==> src/rtl/core/b64lw_pkg.sv <==
// shared types, character constants and the base64 alphabet for the line-wrapping encoder
// no dependencies
package b64lw_pkg;

    localparam int LINE_LEN_W     = 10;
    localparam int QUEUE_DEPTH    = 2;
    localparam int SYMS_MAX       = 4;
    localparam int SYM_CNT_W      = 3;
    localparam logic [LINE_LEN_W-1:0] LINE_LEN_RESET = 10'd76;
    localparam logic [LINE_LEN_W-1:0] WRAP_MIN       = 10'd8;
    localparam logic [LINE_LEN_W-1:0] COL_MAX        = 10'd1023;

    // register indexes on the configuration port
    localparam logic REG_LINE_LENGTH = 1'b0;
    localparam logic REG_FOLD_TAB    = 1'b1;

    localparam logic [7:0] CHAR_PAD = 8'h3D;
    localparam logic [7:0] CHAR_CR  = 8'h0D;
    localparam logic [7:0] CHAR_LF  = 8'h0A;
    localparam logic [7:0] CHAR_TAB = 8'h09;

    // one classified request: its characters before any line breaks
    typedef struct packed {
        logic [SYMS_MAX-1:0][7:0] chars;
        logic [SYM_CNT_W-1:0]     count;
        logic                     fin;
    } entry_t;

    // wrapping controls seen by the back end
    typedef struct packed {
        logic [LINE_LEN_W-1:0] line_length;
        logic                  fold_tab;
    } wrap_cfg_t;

    // 6-bit code to standard alphabet letter
    function automatic logic [7:0] b64_char(input logic [5:0] code);
        logic [7:0] c;
        c = {2'b00, code};
        if (code < 6'd26)      return 8'h41 + c;
        else if (code < 6'd52) return 8'h61 + c - 8'd26;
        else if (code < 6'd62) return 8'h30 + c - 8'd52;
        else if (code == 6'd62) return 8'h2B;
        else                   return 8'h2F;
    endfunction

endpackage

==> src/rtl/core/b64lw_front.sv <==
// front end: accepts message bytes, tracks the 3-byte group and builds the characters
// depends on b64lw_pkg
module b64lw_front (
    input  logic            aclk,
    input  logic            aresetn,
    input  logic            s_valid,
    output logic            s_ready,
    input  logic [7:0]      s_data_byte,
    input  logic            s_final_byte,
    input  logic            q_full,
    output logic            q_push,
    output b64lw_pkg::entry_t q_entry
);
    import b64lw_pkg::*;

    logic [1:0] phase_reg, phase_next;
    logic [5:0] carry_reg, carry_next;
    logic [5:0] flush_code;

    assign s_ready = !q_full;
    assign q_push  = s_valid && s_ready;

    // classify the byte by its place in the group
    always_comb begin
        q_entry       = '0;
        q_entry.chars = {SYMS_MAX{CHAR_PAD}};
        q_entry.fin   = s_final_byte;
        phase_next    = phase_reg;
        carry_next    = carry_reg;
        flush_code    = '0;
        case (phase_reg)
            2'd1: begin
                q_entry.chars[0] = b64_char(carry_reg | {2'b00, s_data_byte[7:4]});
                flush_code       = {s_data_byte[3:0], 2'b00};
                q_entry.chars[1] = b64_char(flush_code);
                q_entry.count    = s_final_byte ? 3'd3 : 3'd1;
                carry_next       = flush_code;
                phase_next       = 2'd2;
            end
            2'd2: begin
                q_entry.chars[0] = b64_char(carry_reg | {4'b0000, s_data_byte[7:6]});
                q_entry.chars[1] = b64_char(s_data_byte[5:0]);
                q_entry.count    = 3'd2;
                carry_next       = '0;
                phase_next       = 2'd0;
            end
            default: begin
                q_entry.chars[0] = b64_char(s_data_byte[7:2]);
                flush_code       = {s_data_byte[1:0], 4'b0000};
                q_entry.chars[1] = b64_char(flush_code);
                q_entry.count    = s_final_byte ? 3'd4 : 3'd1;
                carry_next       = flush_code;
                phase_next       = 2'd1;
            end
        endcase
        if (s_final_byte) begin
            phase_next = 2'd0;
            carry_next = '0;
        end
    end

    // group state
    always_ff @(posedge aclk) begin
        if (!aresetn) begin
            phase_reg <= '0;
            carry_reg <= '0;
        end else if (q_push) begin
            phase_reg <= phase_next;
            carry_reg <= carry_next;
        end
    end

endmodule

==> src/rtl/core/b64lw_fifo.sv <==
// short request queue between front and back end, register based
// depends on b64lw_pkg
module b64lw_fifo #(
    parameter int DEPTH = b64lw_pkg::QUEUE_DEPTH
) (
    input  logic              aclk,
    input  logic              aresetn,
    input  logic              push,
    input  b64lw_pkg::entry_t push_entry,
    output logic              full,
    input  logic              pop,
    output logic              not_empty,
    output b64lw_pkg::entry_t head
);
    import b64lw_pkg::*;

    localparam int AW = (DEPTH > 1) ? $clog2(DEPTH) : 1;

    entry_t        mem_reg [DEPTH];
    logic [AW-1:0] wr_ptr_reg, rd_ptr_reg;
    logic [AW:0]   count_reg;

    assign full      = (count_reg == (AW+1)'(DEPTH));
    assign not_empty = (count_reg != '0);
    assign head      = mem_reg[rd_ptr_reg];

    // storage
    always_ff @(posedge aclk) begin
        if (push) begin
            mem_reg[wr_ptr_reg] <= push_entry;
        end
    end

    // pointers and fill count
    always_ff @(posedge aclk) begin
        if (!aresetn) begin
            wr_ptr_reg <= '0;
            rd_ptr_reg <= '0;
            count_reg  <= '0;
        end else begin
            if (push) begin
                wr_ptr_reg <= (wr_ptr_reg == AW'(DEPTH-1)) ? '0 : wr_ptr_reg + 1'b1;
            end
            if (pop) begin
                rd_ptr_reg <= (rd_ptr_reg == AW'(DEPTH-1)) ? '0 : rd_ptr_reg + 1'b1;
            end
            if (push && !pop) begin
                count_reg <= count_reg + 1'b1;
            end else if (pop && !push) begin
                count_reg <= count_reg - 1'b1;
            end
        end
    end

endmodule

==> src/rtl/core/b64lw_back.sv <==
// back end: one char a cycle unless stalled; counts columns, inserts line breaks
// depends on b64lw_pkg
module b64lw_back (
    input  logic                 aclk,
    input  logic                 aresetn,
    input  b64lw_pkg::wrap_cfg_t cfg,
    input  logic                 q_not_empty,
    input  b64lw_pkg::entry_t    q_head,
    output logic                 q_pop,
    output logic                 m_valid,
    input  logic                 m_ready,
    output logic [7:0]           m_out_char,
    output logic                 m_run_last,
    output logic                 m_message_done
);
    import b64lw_pkg::*;

    typedef enum logic [2:0] {
        ST_CHAR = 3'b001,
        ST_LF   = 3'b010,
        ST_TAB  = 3'b100
    } back_state_t;

    back_state_t            state_reg, state_next;
    logic [SYM_CNT_W-1:0]   idx_reg, idx_next;
    logic [LINE_LEN_W-1:0]  col_reg, col_next, col_inc;
    logic                   final_brk_reg, final_brk_next;
    logic                   valid_reg;
    logic [7:0]             char_reg, char_next;
    logic                   last_reg, last_next;
    logic                   done_reg;
    logic                   fire, wrap_on, brk_need;

    assign fire     = q_not_empty && (!valid_reg || m_ready);
    assign wrap_on  = cfg.line_length > WRAP_MIN;
    assign brk_need = wrap_on && (col_reg >= cfg.line_length);
    assign col_inc  = (col_reg == COL_MAX) ? col_reg : col_reg + 1'b1;

    // next character and sequencer state
    always_comb begin
        state_next     = state_reg;
        idx_next       = idx_reg;
        col_next       = col_reg;
        final_brk_next = final_brk_reg;
        char_next      = CHAR_CR;
        last_next      = 1'b0;
        case (state_reg)
            ST_CHAR: begin
                if (idx_reg == q_head.count) begin
                    // end of message break after the last character
                    state_next     = ST_LF;
                    final_brk_next = 1'b1;
                    col_next       = '0;
                end else if (brk_need) begin
                    state_next     = ST_LF;
                    final_brk_next = 1'b0;
                    col_next       = '0;
                end else begin
                    char_next = q_head.chars[idx_reg[1:0]];
                    col_next  = col_inc;
                    if (idx_reg == q_head.count - 1'b1) begin
                        if (q_head.fin && wrap_on && col_inc >= cfg.line_length) begin
                            idx_next = idx_reg + 1'b1;
                        end else begin
                            last_next = 1'b1;
                            idx_next  = '0;
                            if (q_head.fin) begin
                                col_next = '0;
                            end
                        end
                    end else begin
                        idx_next = idx_reg + 1'b1;
                    end
                end
            end
            ST_LF: begin
                char_next = CHAR_LF;
                if (cfg.fold_tab) begin
                    state_next = ST_TAB;
                end else begin
                    state_next = ST_CHAR;
                    if (final_brk_reg) begin
                        last_next = 1'b1;
                        idx_next  = '0;
                    end
                end
            end
            ST_TAB: begin
                char_next  = CHAR_TAB;
                state_next = ST_CHAR;
                if (final_brk_reg) begin
                    last_next = 1'b1;
                    idx_next  = '0;
                end
            end
            default: begin
                state_next = ST_CHAR;
                idx_next   = '0;
            end
        endcase
    end

    assign q_pop = fire && last_next;

    // sequencer registers
    always_ff @(posedge aclk) begin
        if (!aresetn) begin
            state_reg     <= ST_CHAR;
            idx_reg       <= '0;
            col_reg       <= '0;
            final_brk_reg <= 1'b0;
        end else if (fire) begin
            state_reg     <= state_next;
            idx_reg       <= idx_next;
            col_reg       <= col_next;
            final_brk_reg <= final_brk_next;
        end
    end

    // output register
    always_ff @(posedge aclk) begin
        if (!aresetn) begin
            valid_reg <= 1'b0;
        end else if (fire) begin
            valid_reg <= 1'b1;
        end else if (m_ready) begin
            valid_reg <= 1'b0;
        end
    end

    always_ff @(posedge aclk) begin
        if (fire) begin
            char_reg <= char_next;
            last_reg <= last_next;
            done_reg <= last_next && q_head.fin;
        end
    end

    assign m_valid        = valid_reg;
    assign m_out_char     = char_reg;
    assign m_run_last     = last_reg;
    assign m_message_done = done_reg;

endmodule

==> src/rtl/core/base64_encoder_line_wrap_top.sv <==
// base64 encoder with optional line wrapping: one byte in, characters out one per cycle unless stalled
// path: an accepted byte is stored in the queue, then its characters pass through the output register
// output: one character per cycle from the back-end sequencer while the receiver is ready; a byte
//   causes 1 to 4 characters, plus 2 or 3 per line break
// reset: synchronous active low, clears group state, column count, queue and output valid;
//   line_length returns to 76 and fold_tab to 0
module base64_encoder_line_wrap_top #(
    parameter int QUEUE_DEPTH = b64lw_pkg::QUEUE_DEPTH
) (
    input  logic        aclk,
    input  logic        aresetn,
    input  logic        s_valid,
    output logic        s_ready,
    input  logic [7:0]  s_data_byte,
    input  logic        s_final_byte,
    output logic        m_valid,
    input  logic        m_ready,
    output logic [7:0]  m_out_char,
    output logic        m_run_last,
    output logic        m_message_done,
    input  logic        cfg_we,
    input  logic        cfg_index,
    input  logic [b64lw_pkg::LINE_LEN_W-1:0] cfg_data
);
    import b64lw_pkg::*;

    logic [LINE_LEN_W-1:0] line_length_reg;
    logic                  fold_tab_reg;
    wrap_cfg_t             wrap_cfg;
    entry_t                push_entry, head;
    logic                  push, pop, full, not_empty;

    // configuration registers
    always_ff @(posedge aclk) begin
        if (!aresetn) begin
            line_length_reg <= LINE_LEN_RESET;
            fold_tab_reg    <= 1'b0;
        end else if (cfg_we) begin
            case (cfg_index)
                REG_LINE_LENGTH: line_length_reg <= cfg_data;
                REG_FOLD_TAB:    fold_tab_reg    <= cfg_data[0];
                default: ;
            endcase
        end
    end

    assign wrap_cfg.line_length = line_length_reg;
    assign wrap_cfg.fold_tab    = fold_tab_reg;

    b64lw_front u_front (
        .aclk         (aclk),
        .aresetn      (aresetn),
        .s_valid      (s_valid),
        .s_ready      (s_ready),
        .s_data_byte  (s_data_byte),
        .s_final_byte (s_final_byte),
        .q_full       (full),
        .q_push       (push),
        .q_entry      (push_entry)
    );

    b64lw_fifo #(
        .DEPTH (QUEUE_DEPTH)
    ) u_fifo (
        .aclk       (aclk),
        .aresetn    (aresetn),
        .push       (push),
        .push_entry (push_entry),
        .full       (full),
        .pop        (pop),
        .not_empty  (not_empty),
        .head       (head)
    );

    b64lw_back u_back (
        .aclk           (aclk),
        .aresetn        (aresetn),
        .cfg            (wrap_cfg),
        .q_not_empty    (not_empty),
        .q_head         (head),
        .q_pop          (pop),
        .m_valid        (m_valid),
        .m_ready        (m_ready),
        .m_out_char     (m_out_char),
        .m_run_last     (m_run_last),
        .m_message_done (m_message_done)
    );

endmodule

==> config.mk <==
export PLATFORM = sky130hd
export DESIGN_NAME = base64_encoder_line_wrap_top
export DESIGN_NICKNAME = d
export VERILOG_FILES = /design/src/rtl/core/b64lw_pkg.sv /design/src/rtl/core/b64lw_front.sv /design/src/rtl/core/b64lw_fifo.sv /design/src/rtl/core/b64lw_back.sv /design/src/rtl/core/base64_encoder_line_wrap_top.sv
export SDC_FILE = /design/constraint.sdc
export NUM_CORES = 1
export LEC_CHECK = 0
export ABC_AREA = 1
export ABC_CLOCK_PERIOD_IN_PS = 3000
export BUFFER_PORTS_ARGS = -buffer_cell sky130_fd_sc_hd__buf_4
export CELL_PAD_IN_SITES_DETAIL_PLACEMENT = 0
export CELL_PAD_IN_SITES_GLOBAL_PLACEMENT = 1
export CORE_ASPECT_RATIO = 0.75
export CORE_MARGIN = 10
export CORE_UTILIZATION = 41
export DETAILED_ROUTE_END_ITERATION = 10
export GPL_TIMING_DRIVEN = 1
export PLACE_DENSITY = 0.73
export SLEW_MARGIN = 15
export SYNTH_ARGS = -nofsm -noshare
export SYNTH_HDL_FRONTEND = slang
export SYNTH_SLANG_ARGS = --single-unit
==> constraint.sdc <==
create_clock -name aclk -period 3 [get_ports aclk]
set_clock_uncertainty 0.1 [all_clocks]
set_input_delay 0.6 -clock aclk [delete_from_list [all_inputs] [get_ports aclk]]
set_output_delay 0.6 -clock aclk [all_outputs]
set_load 0.02 [all_outputs]
# --- Word-level counts from Yosys, hierarchy flattened ---
# Memory sizes are Yosys's and may differ from the RTL's. A register that Yosys moved wholly into a read port is not among the register bits.
# Index checks and enable logic that the tools add are counted.
totals:
  register_bits: 51
  latch_bits: 0
  mem_bits_rw: 40
  romBits: 0
  in_bits: 25
  out_inout_bits: 12
  n_memories: 1
op_classes:
  n_addsub: 37
  multipliers: 0
  div_mod_pow: 0
  order_cmp: 22
  eq_ne: 17
  shift: 0
  mux: 70
  n_bitwise: 3
  reduce_logical: 24
mem_list:
  columns: ["name", "depth", "word_bits", "read_ports", "rd_ports_with_merged_regs", "write_ports", "line", "source"]
  rows:
  - ["u_fifo.mem_reg", 2, 20, 1, 1, 1, "b64lw_fifo.sv:19", "entry_t mem_reg [DEPTH];"]
ops:
  columns: ["operator", "count"]
  rows:
  - ["8-bit 2-to-1 mux", 21]
  - ["7-bit by 6-bit adder with 8-bit output, first input constant", 12]
  - ["6-bit < comparator, second input constant", 12]
  - ["10-bit 2-to-1 mux", 6]
  - ["8-bit by 5-bit subtractor with 8-bit output, second input constant", 6]
  - ["8-bit by 6-bit subtractor with 8-bit output, second input constant", 6]
  - ["6-bit by 6-bit adder with 7-bit output, first input constant", 6]
  - ["3-bit 2-to-1 mux", 14]
  - ["19-bit case mux with 2 select lines", 1]
  - ["6-bit by 5-bit < comparator with 1-bit output, second input constant", 6]
  - ["6-bit equality test, second input constant", 4]
  - ["8-bit case mux with 3 select lines", 1]
  - ["10-bit greater-or-equal comparator", 2]
  - ["8-bit binary-select mux with 2-bit select", 1]
  - ["1-bit 2-to-1 mux", 16]
  - ["6-bit case mux with 2 select lines", 1]
  - ["10-bit by 1-bit adder with 10-bit output, second input constant", 1]
  - ["10-bit equality test, second input constant", 1]
  - ["10-bit by 4-bit > comparator with 1-bit output, second input constant", 1]
  - ["1-bit logical AND", 9]
  - ["3-bit case mux with 3 select lines", 1]
  - ["2-bit 2-to-1 mux", 4]
  - ["2-bit AND reduction", 4]
  - ["2-bit nonzero test", 4]
  - ["25 further kinds", 33]

# --- Logic depth before layout (Yosys ltp) ---
# Gate-level depths: netlist of run 1.
depth:
  depth_word: 13
  depth_mapped: 25
  depth_no_buf: 25

# --- Cells and area by module ---
# From an unflattened synthesis of run 1, not the netlist that was laid out.
unflattened:
  cells_unflattened: 1037
  area_unflattened_um2: 8389.3
by_module_without_submodules:
  columns: ["module", "instances", "cells_per_inst", "area_each_um2", "seq_area_each_um2"]
  rows:
  - ["b64lw_fifo", 1, 147, 2979.1, 2262.2]
  - ["b64lw_back", 1, 379, 2462.4, 660.6]
  - ["b64lw_front", 1, 445, 2427.3, 120.1]
  - ["base64_encoder_line_wrap_top", 1, 66, 520.5, 220.2]

# --- Worst setup path after synthesis of run 1 ---
# OpenSTA, ideal clock, no wires.
synth_path:
  path_kind: "register to register"
  from: "register u_back.col_reg[1]"
  to: "register u_fifo.count_reg[1]"
  arrival_ns: 3.108
  required_time_ns: 2.778
  path_slack_ns: -0.330
  stages_incl_launch_ff: 26
  n_path_buf: 0
  cell_sequence: "dfxtp_1 > ha_1 > nand2_1 > nor2_1 > nand2_1 > nor2_1 > nand2_2 > nand2_1 > xor2_1 > inv_1 > ha_1 > nand2_1 > inv_1 > nand2_1 > nand2_1 > nand2_1 > nand3_1 > nand2_1 > nand2_4 > o21bai_4 > nand2_1 > ha_1 > a21oi_1 > o21ai_0 > o21ai_0 > a21oi_1"
synth_via:
  elab_chain_cells: 13
  word_cells_on_any_way: 18
  cone_classes: "add/sub (1); order compare (2); eq/ne (1); mux (7); reduce/logical (7)"
synth_lines:
  columns: ["element", "line", "source"]
  rows:
  - ["from (decl)", "b64lw_back.sv:26", "logic [LINE_LEN_W-1:0] col_reg, col_next, col_inc;"]
  - ["from (signal assigned)", "b64lw_back.sv:115", "col_reg <= col_next;"]
  - ["10-bit by 1-bit adder with 10-bit output or 10-bit equality test (tied branches)", "b64lw_back.sv:37", "assign col_inc = (col_reg == COL_MAX) ? col_reg : col_reg + 1'b1;"]
  - ["10-bit 2-to-1 mux", "b64lw_back.sv:37", null]
  - ["10-bit greater-or-equal comparator", "b64lw_back.sv:62", "if (q_head.fin && wrap_on && col_inc >= cfg.line_length) begin"]
  - ["1-bit logical AND", "b64lw_back.sv:62", null]
  - ["1-bit 2-to-1 mux", "b64lw_back.sv:62", null]
  - ["1-bit 2-to-1 mux", "b64lw_back.sv:61", "if (idx_reg == q_head.count - 1'b1) begin"]
  - ["1-bit 2-to-1 mux *", "b64lw_back.sv:54", "end else if (brk_need) begin"]
  - ["1-bit 2-to-1 mux *", "b64lw_back.sv:49", "if (idx_reg == q_head.count) begin"]
  - ["1-bit case mux with 3 select lines *", "b64lw_back.sv:47", "case (state_reg)"]
  - ["via u_back.last_next", "b64lw_back.sv:30", "logic last_reg, last_next;"]
  - ["1-bit logical AND *", "b64lw_back.sv:103", "assign q_pop = fire && last_next;"]
  - ["1-bit logical NOT", "b64lw_fifo.sv:47", "if (push && !pop) begin"]
  - ["1-bit logical AND", "b64lw_fifo.sv:47", null]
  - ["2-bit 2-to-1 mux or 2-bit nonzero test (tied branches)", null, null]
  - ["to (signal assigned)", "b64lw_fifo.sv:48", "count_reg <= count_reg + 1'b1;"]
  - ["to (signal assigned)", "b64lw_fifo.sv:50", "count_reg <= count_reg - 1'b1;"]
  - ["to (decl)", "b64lw_fifo.sv:21", "logic [AW:0] count_reg;"]
# The timed path passes the listed nets; every way through them passes the cells marked *.
# A chain may end at the register's enable or synchronous reset.

# --- Worst setup path after layout of run 1 ---
layout_path:
  from: "register u_back.col_reg[0]"
  to: "register u_fifo.count_reg[1]"
# Same word-level chain as after synthesis.

==> out/metrics.yaml, run 1 <==
die:
  floorplan.io_pins: 37
  core.rowCount: 40
  initial_core_util_pct: 41.42
  die-area_um2: 21600
  placeableCoreArea_um2: 15920
  die_w_um: 166.4
  die_h_um: 129.8
routing:
  firstDrtPassIters: 5
  drt_first_iter_violations: 524
  drt-vias-per-instance: 5.294
  drt.antenna.violating_nets: 0
  routed_wl_um: 20170
  via_count: 6432
  route.detailed.drc: 0
  avgRoutedWirePerCell_um: 16.60
setup_path:
  crit-reg2reg-launch: "u_back.col_reg[0]"
  worst_ep_arrival_time_ps: 3340
  setup.worst_path.start_class: "register"
  path_class: "register to register"
  number_of_gates_on_the_worst_path_with_buffers_counted: 23
  critPathLaunch: "u_back.col_reg[0]"
  endpoint_kind: "register"
  crit_required_ps: 3140
  library_cell_appearing_most_often_on_the_critical_path: "nand2_4"
  critPathMaxStageDelay_ps: 360
  rr_worst_depth: 23
  timing.critical_path.fanout_max: 3
  buffers_and_inverters_on_the_worst_path: 2
  cell_breakdown_of_the_critical_path: "ha_4 -> nand2_4 -> nor2_4 -> nand2_2 -> nor2_4 -> nand2_4 -> buf_6 -> buf_4 -> o21ai_4 -> ha_4 -> nand2_4 -> a21oi_1 -> nor2_2 -> nand3_4 -> nand2_4 -> nand2_4 -> o21bai_4 -> nand2_2 -> ha_4 -> a21oi_2 -> o21ai_2 -> o21ai_1 -> a21oi_1"
  critical_path.slowest_cell: "dfxtp_2"
  cpLargestDelayFamily: "simple AND/OR/NAND/NOR gates"
sta:
  setup_violations: 2
  hold_viol_final: 0
  grt_setup_unrepaired: "true"
  fin_tns_setup_ps: -310.1
  setup_ws_ps: -195.4
  hold_slack_ps: 376.8
  max_freq_mhz: 313.0
  maxSlewHeadroom_pct: 43.42
  max_slew.worst_pin.slew_ps: 847.8
  minimum_clock_period_after_layout_ps: 3195
  max_slew_violations: 0
  timing.final.crit_share_pct: 106.5
yosys:
  synth_edf_count: 50
  yosysSeqAreaShare_pct: 34.92
  synth.avg_cell_area_um2: 7.301
  ys_async_sr_fraction_pct: 0
  post_synthesis_sequential_element_count: 90
  postSynthCellCount: 903
  synthDistinctLibCells: 52
  synthesis.nets: 981
  area_share_of_the_largest_cell_type_after_synthesis_pct: 22.77
  postSynth.topFlopCell: "edfxtp_1"
  synth_warnings: 0
  netlist_top_cells_area: "edfxtp_1 23%, dfxtp_1 12%, nand2_1 10%"
  synth.largest_area_cell: "edfxtp_1"
  mappedNetlistArea_um2: 6593
placement:
  portBuffers: 36
  dp_hpwl_um: 14950
  dpl_cell_area_um2: 7425
  place_congestion: 0.9195
status:
  failed_checks: "setup timing"
  run_status: "complete, but fails checks"
finish:
  flow.area_growth_from_synthesis_pct: 24.79
  layout_commonest_cell: "nand2_1"
  largest_register_ffs: 40
  fraction_of_final_layout_cells_with_drive_strength_greater_than_1_pct: 21.99
  final_area_um2: 8227
  fin_nets: 1078
  layout_common_cells: "167 x nand2_1, 107 x buf_4, 101 x nor2_1"
  antennaDiodeCount: 0
pwr:
  internal_dissipation_mw: 2.992
  clockPowerShare_pct: 22.5
  power-per-cell-area_nw_per_um2: 610.7
  power.share.sequential_pct: 34.1
  switchingPower_mw: 2.032
  cellLeakagePower_nw: 3.528
  switching_share_pct: 40.45
  combinationalPowerShare_pct: 43.4
  ir_drop_mv: 0.2786
hold_path:
  worst_hold_startpoint: "cfg_data[3]"
  hold_path_depth: 3
  hold_path.class: "input port to register"
clocking:
  clockRootBuffer: "clkbuf_16"
  clock_sinks: 90
  cts_tree: "yes"
  clock_latency_ps: 350
  cts-root-to-sink-buffers: 2
  ctsHoldBuffers: 0
  clk_pin_slew_ps: 70
  htree_num_levels: 3
  cts-buffers-inserted: 9
grt:
  grt_first_pass_wirelength_um: 31470
  grt_start_max_net_pins: 22
  gr-usage-all-layers_pct: 17.82
  grt_pass1_vias: 6016
  gr-total-overflow: 0
  antenna_violations_before_repair: 0
flow_run:
  cap_viol_max_count: 0
==> layer usage <==
metal  routed length (um)  share of wire (%)  global-route usage (%)  up-vias
met5                    0                  0                       0        -
met4                  191               0.95                   4.173        0
met3                 1130                5.6                   3.395       19
met2                 8872                 44                   26.96      162
met1                 9977                 49                   25.60     3015
li1                     -                  -                       -     3236
==> cells in the mapped netlist (2+ instances only) <==
library cell	instances
o211ai_1	16
or2_2	3
inv_2	10
nand2_2	12
buf_2	7
xnor2_1	2
clkinv_1	3
o311ai_1	2
nor3_1	8
nor2_1	110
a21oi_2	2
a31oi_1	9
buf_4	2
o31ai_1	4
nand3_1	57
ha_1	53
a21o_1	3
inv_1	102
edfxtp_1	50
a21oi_1	68
clkbuf_2	2
a32oi_1	2
nand3b_1	2
a22oi_1	2
buf_6	2
dfxtp_1	40
o21ai_0	77
o21ai_1	5
nand4_1	8
nand2_4	2
o221ai_1	4
xor2_1	15
o22ai_1	4
nand2_1	181
clkbuf_1	15
nor2_4	3
==> worst min-delay path: stages <==
cell	delay (ps)
buf_4	80
nand2_1	40
o211ai_1	70
==> per-stage QoR <==
| stage | utilization, % | setup WS [ps] | std cells | power, mW |
|---|---|---|---|---|
| 6_report | 51.69 | -195.4 | 1215 | 5.024 |
| 5_1_grt | 51.69 | -354.1 | 1215 | 5.364 |
| 4_1_cts | 50.34 | -109.5 | 1212 | 4.977 |
| 3_5_place_dp | 46.65 | -280.6 | 1174 | 3.779 |
| 3_3_place_gp | 46.65 | -185.2 | 1174 | 3.743 |
| 2_1_floorplan | - | -156.0 | 903 | 3.074 |
==> path summary, 6_finish.rpt <==
path	endpoint	slack, ps
max	u_fifo.count_reg[1]	-200
min	line_length_reg[3]	380
max reg2reg	u_fifo.count_reg[1]	-200
min reg2reg	fold_tab_reg	390
==> kinds of logic (layout without fill, tap and decap cells) <==
| family | after synthesis | count (layout) | share of synthesized area, % |
|---|---|---|---|
| AOI/OAI and AO/OA | 208 | 208 | 18.37 |
| adders and majority gates | 53 | 53 | 10.06 |
| DFF | 90 | 90 | 34.92 |
| buffers and inverters | 143 | 245 | 8.654 |
| and+or+nand+nor | 392 | 392 | 25.74 |
| xor gates and xnor gates | 17 | 17 | 2.259 |
==> power by group through the flow <==
stage          Clock, mW  Combinational (mW)  Sequential [mW]
2_1_floorplan          0                1.25             1.82
3_3_place_gp           0                2.00             1.74
3_5_place_dp           0                2.04             1.74
4_1_cts             1.17                2.09             1.72
5_1_grt             1.21                2.42             1.74
6_report            1.13                2.18             1.72
==> final cells by class <==
cell class	count	area, um2
clock inverter	7	81.33
multi-input combinational	670	4035
fill	1550	7689
inverter	115	431.7
sequential	90	2308
clock buffer	9	225.2
tap	210	262.8
timing repair buffer	114	882.1
==> timing repair <==
| action | CTS | global route |
|---|---|---|
| setup endpoints to repair | 5 | 18 |
| hold endpoints to repair | 0 | 0 |
| cloned | 0 | 0 |
| buffers inserted | 22 | 5 |
| gates resized for setup | 29 | 38 |
| pin swaps | 24 | 31 |
No activity file was read; power rests on OpenSTA's default activity.
==> inputs of run 2 (changes only) <==
==> constraint.sdc (replaced) <==
create_clock -name aclk -period 3 [get_ports aclk]
set_clock_uncertainty 0.1 [all_clocks]
set_input_delay 0.45 -clock aclk [delete_from_list [all_inputs] [get_ports aclk]]
set_output_delay 0.45 -clock aclk [all_outputs]
set_load 0.02 [all_outputs]
==> out/metrics.yaml, run 2 (same netlist as run 1, synthesis figures left out) <==
status:
  run_status: "complete, but fails checks"
  failed_checks: "setup timing"
finish:
  antennaDiodeCount: 0  # unchanged
  flow.area_growth_from_synthesis_pct: 20.57
  largest_register_ffs: 40  # unchanged
  multiInputGateArea_um2: 3944  # -2.3%
  fill_count: 1586  # +2.3%
  layout_common_cells: "171 x nand2_1, 101 x inv_1, 100 x nor2_1"
  fraction_of_final_layout_cells_with_drive_strength_greater_than_1_pct: 19.14  # -2.8 points
  fin_nets: 1055  # -2.1%
  layout.area.seq_um2: 2307  # about the same
  layout_commonest_cell: "nand2_1"
routing:
  route.detailed.drc: 0  # unchanged
  via_count: 6397  # -0.54%
  firstDrtPassIters: 5  # unchanged
  routed_wl_um: 19440  # -3.6%
  drt_first_iter_violations: 639  # +22%
  avgRoutedWirePerCell_um: 16.31  # -1.8%
  drt.antenna.violating_nets: 0  # unchanged
  drt-vias-per-instance: 5.367  # +1.4%
placement:
  dp_hpwl_um: 14930  # -0.12%
  portBuffers: 36  # unchanged
  place_congestion: 0.9217  # +0.24%
sta:
  timing.final.crit_share_pct: 104.0  # -2.5 points
  grt_setup_unrepaired: "true"
  max_freq_mhz: 320.4  # +2.4%
  max_slew_violations: 0  # unchanged
  setup_ws_ps: -121.0  # +74.36 ps
  hold_slack_ps: 226.9  # -149.9 ps
  maxSlewHeadroom_pct: 46.31  # +2.9 points
  setup_violations: 2  # unchanged
  minimum_clock_period_after_layout_ps: 3121  # -74.35 ps
  max_slew.worst_pin.slew_ps: 804.4  # -43.38 ps
  hold_viol_final: 0  # unchanged
grt:
  grt_start_max_net_pins: 22  # unchanged
  gr-usage-all-layers_pct: 17.24  # -0.58 points
  grt_pass1_vias: 5806  # -3.5%
  grt_first_pass_wirelength_um: 30640  # -2.6%
  gr-total-overflow: 0  # unchanged
  antenna_violations_before_repair: 0  # unchanged
setup_path:
  path_class: "register to register"
  setup.worst_path.start_class: "register"
  crit_end: "u_fifo.count_reg[1]"
  worst_ep_arrival_time_ps: 3250  # -90 ps
  crit_required_ps: 3130  # about the same
  timing.critical_path.fanout_max: 3  # unchanged
  endpoint_of_the_lowest_slack_register_to_register_path: "u_fifo.count_reg[1]"
  crit-reg2reg-launch: "u_back.col_reg[0]"
  rr_worst_depth: 25  # +8.7%
  setup.reg_to_reg.worst_slack_ps: -120  # +70 ps
  critPathLaunch: "u_back.col_reg[0]"
  endpoint_kind: "register"
hold_path:
  hold_path.class: "input port to register"
die:
  placeableCoreArea_um2: 15920  # unchanged
  initial_core_util_pct: 41.42  # unchanged
  die_h_um: 129.8  # unchanged
  die_w_um: 166.4  # unchanged
  floorplan.io_pins: 37  # unchanged
  die-area_um2: 21600  # unchanged
  core.rowCount: 40  # unchanged
pwr:
  total_power_mw: 5.273  # +5.0%
  cellLeakagePower_nw: 3.410  # -3.3%
  power-per-cell-area_nw_per_um2: 663.4  # +8.6%
  ir_drop_mv: 0.2760  # -0.95%
clocking:
  cts-root-to-sink-buffers: 2  # unchanged
  ctsHoldBuffers: 0  # unchanged
  clock_sinks: 90  # unchanged
  cts_tree: "yes"
  htree_num_levels: 3  # unchanged
  cts-buffers-inserted: 9  # unchanged
  clockRootBuffer: "clkbuf_16"
  clock_latency_ps: 350  # about the same
  clk_pin_slew_ps: 70  # about the same
flow_run:
  cap_viol_max_count: 0  # unchanged
[run 2: changes by cell type in the layout (fill, tap and decap cells not counted), sizes merged]
cell / previous run / this run
clkinv: 8 / 6
inv: 114 / 116
buf: 114 / 91
[run 2: worst min-delay path by stage]
stage                    startpoint                   end  slack (ps)  cells past startpoint
2_1_floorplan  u_back.final_brk_reg  u_back.final_brk_reg         350                      2
3_3_place_gp   u_back.final_brk_reg  u_back.final_brk_reg         370                      2
3_5_place_dp    u_back.state_reg[2]   u_back.state_reg[2]         380                      2
4_1_cts                 cfg_data[3]    line_length_reg[3]         220                      3
5_1_grt                 cfg_data[3]    line_length_reg[3]         240                      3
6_report                cfg_data[3]    line_length_reg[3]         230                      3
[run 2: worst max-delay path, stage by stage (launching register included)]
cell	delay (ps)
dfxtp_2	360
ha_4	160
nand2_4	60
nor2_4	90
nand2_2	80
nor2_4	120
nand2_4	80
buf_6	130
nand3_1	60
o21a_1	220
ha_4	230
nand2_4	70
inv_2	30
nand2_1	40
nand2_1	40
nand2_1	70
nand3_2	120
nand2_4	100
nand2_4	60
o21bai_4	120
nand2_2	80
ha_4	230
a21oi_4	110
o21ai_2	70
o21ai_1	140
a21oi_1	50
[run 2: area by class of cell]
| class | count | area share (%) |
|---|---|---|
| multi-input combinational | 670 | 49.61 |
| sequential | 90 | 29.03 |
| timing repair buffer | 91 | 8.830 |
| inverter | 115 | 5.431 |
| tap | 210 | 3.306 |
| clock buffer | 9 | 2.833 |
| clock inverter | 7 | 0.9602 |
[run 2: timing repair]
| item | 4_1_cts | 5_1_grt |
|---|---|---|
| resized for setup | 15 | 36 |
| pin swaps | 22 | 13 |
| setup buffers | 5 | 6 |
| hold endpoints to repair | 0 | 0 |
| setup endpoints to repair | 7 | 17 |
[run 2: metal layers]
metal	vias to the layer above	GRT usage (%)	wire length, um
li1	3192	-	-
met1	3019	25.28	9866
met2	177	26.35	8467
met3	9	2.554	996
met4	0	3.246	112
met5	-	0	0
[run 2: where the power goes]
| part | switching (mW) | internal, mW |
|---|---|---|
| Sequential | 0.110 | 1.63 |
| Clock | 0.546 | 0.593 |
| Combinational | 1.53 | 0.858 |
| Total | 2.19 | 3.09 |
[run 2: stage by stage]
step           utilization (%)  TNS (ps)  cells  instance area [um2]  setup slack [ps]
2_1_floorplan                -    -157.8    903                 6633            -156.0
3_3_place_gp             46.23    -406.0   1165                 7357            -193.1
3_5_place_dp             46.23    -595.8   1165                 7357            -249.2
4_1_cts                  48.68    -56.26   1186                 7747            -56.26
5_1_grt                  49.95    -853.1   1192                 7949            -307.1
6_report                 49.95    -154.3   1192                 7949            -121.0
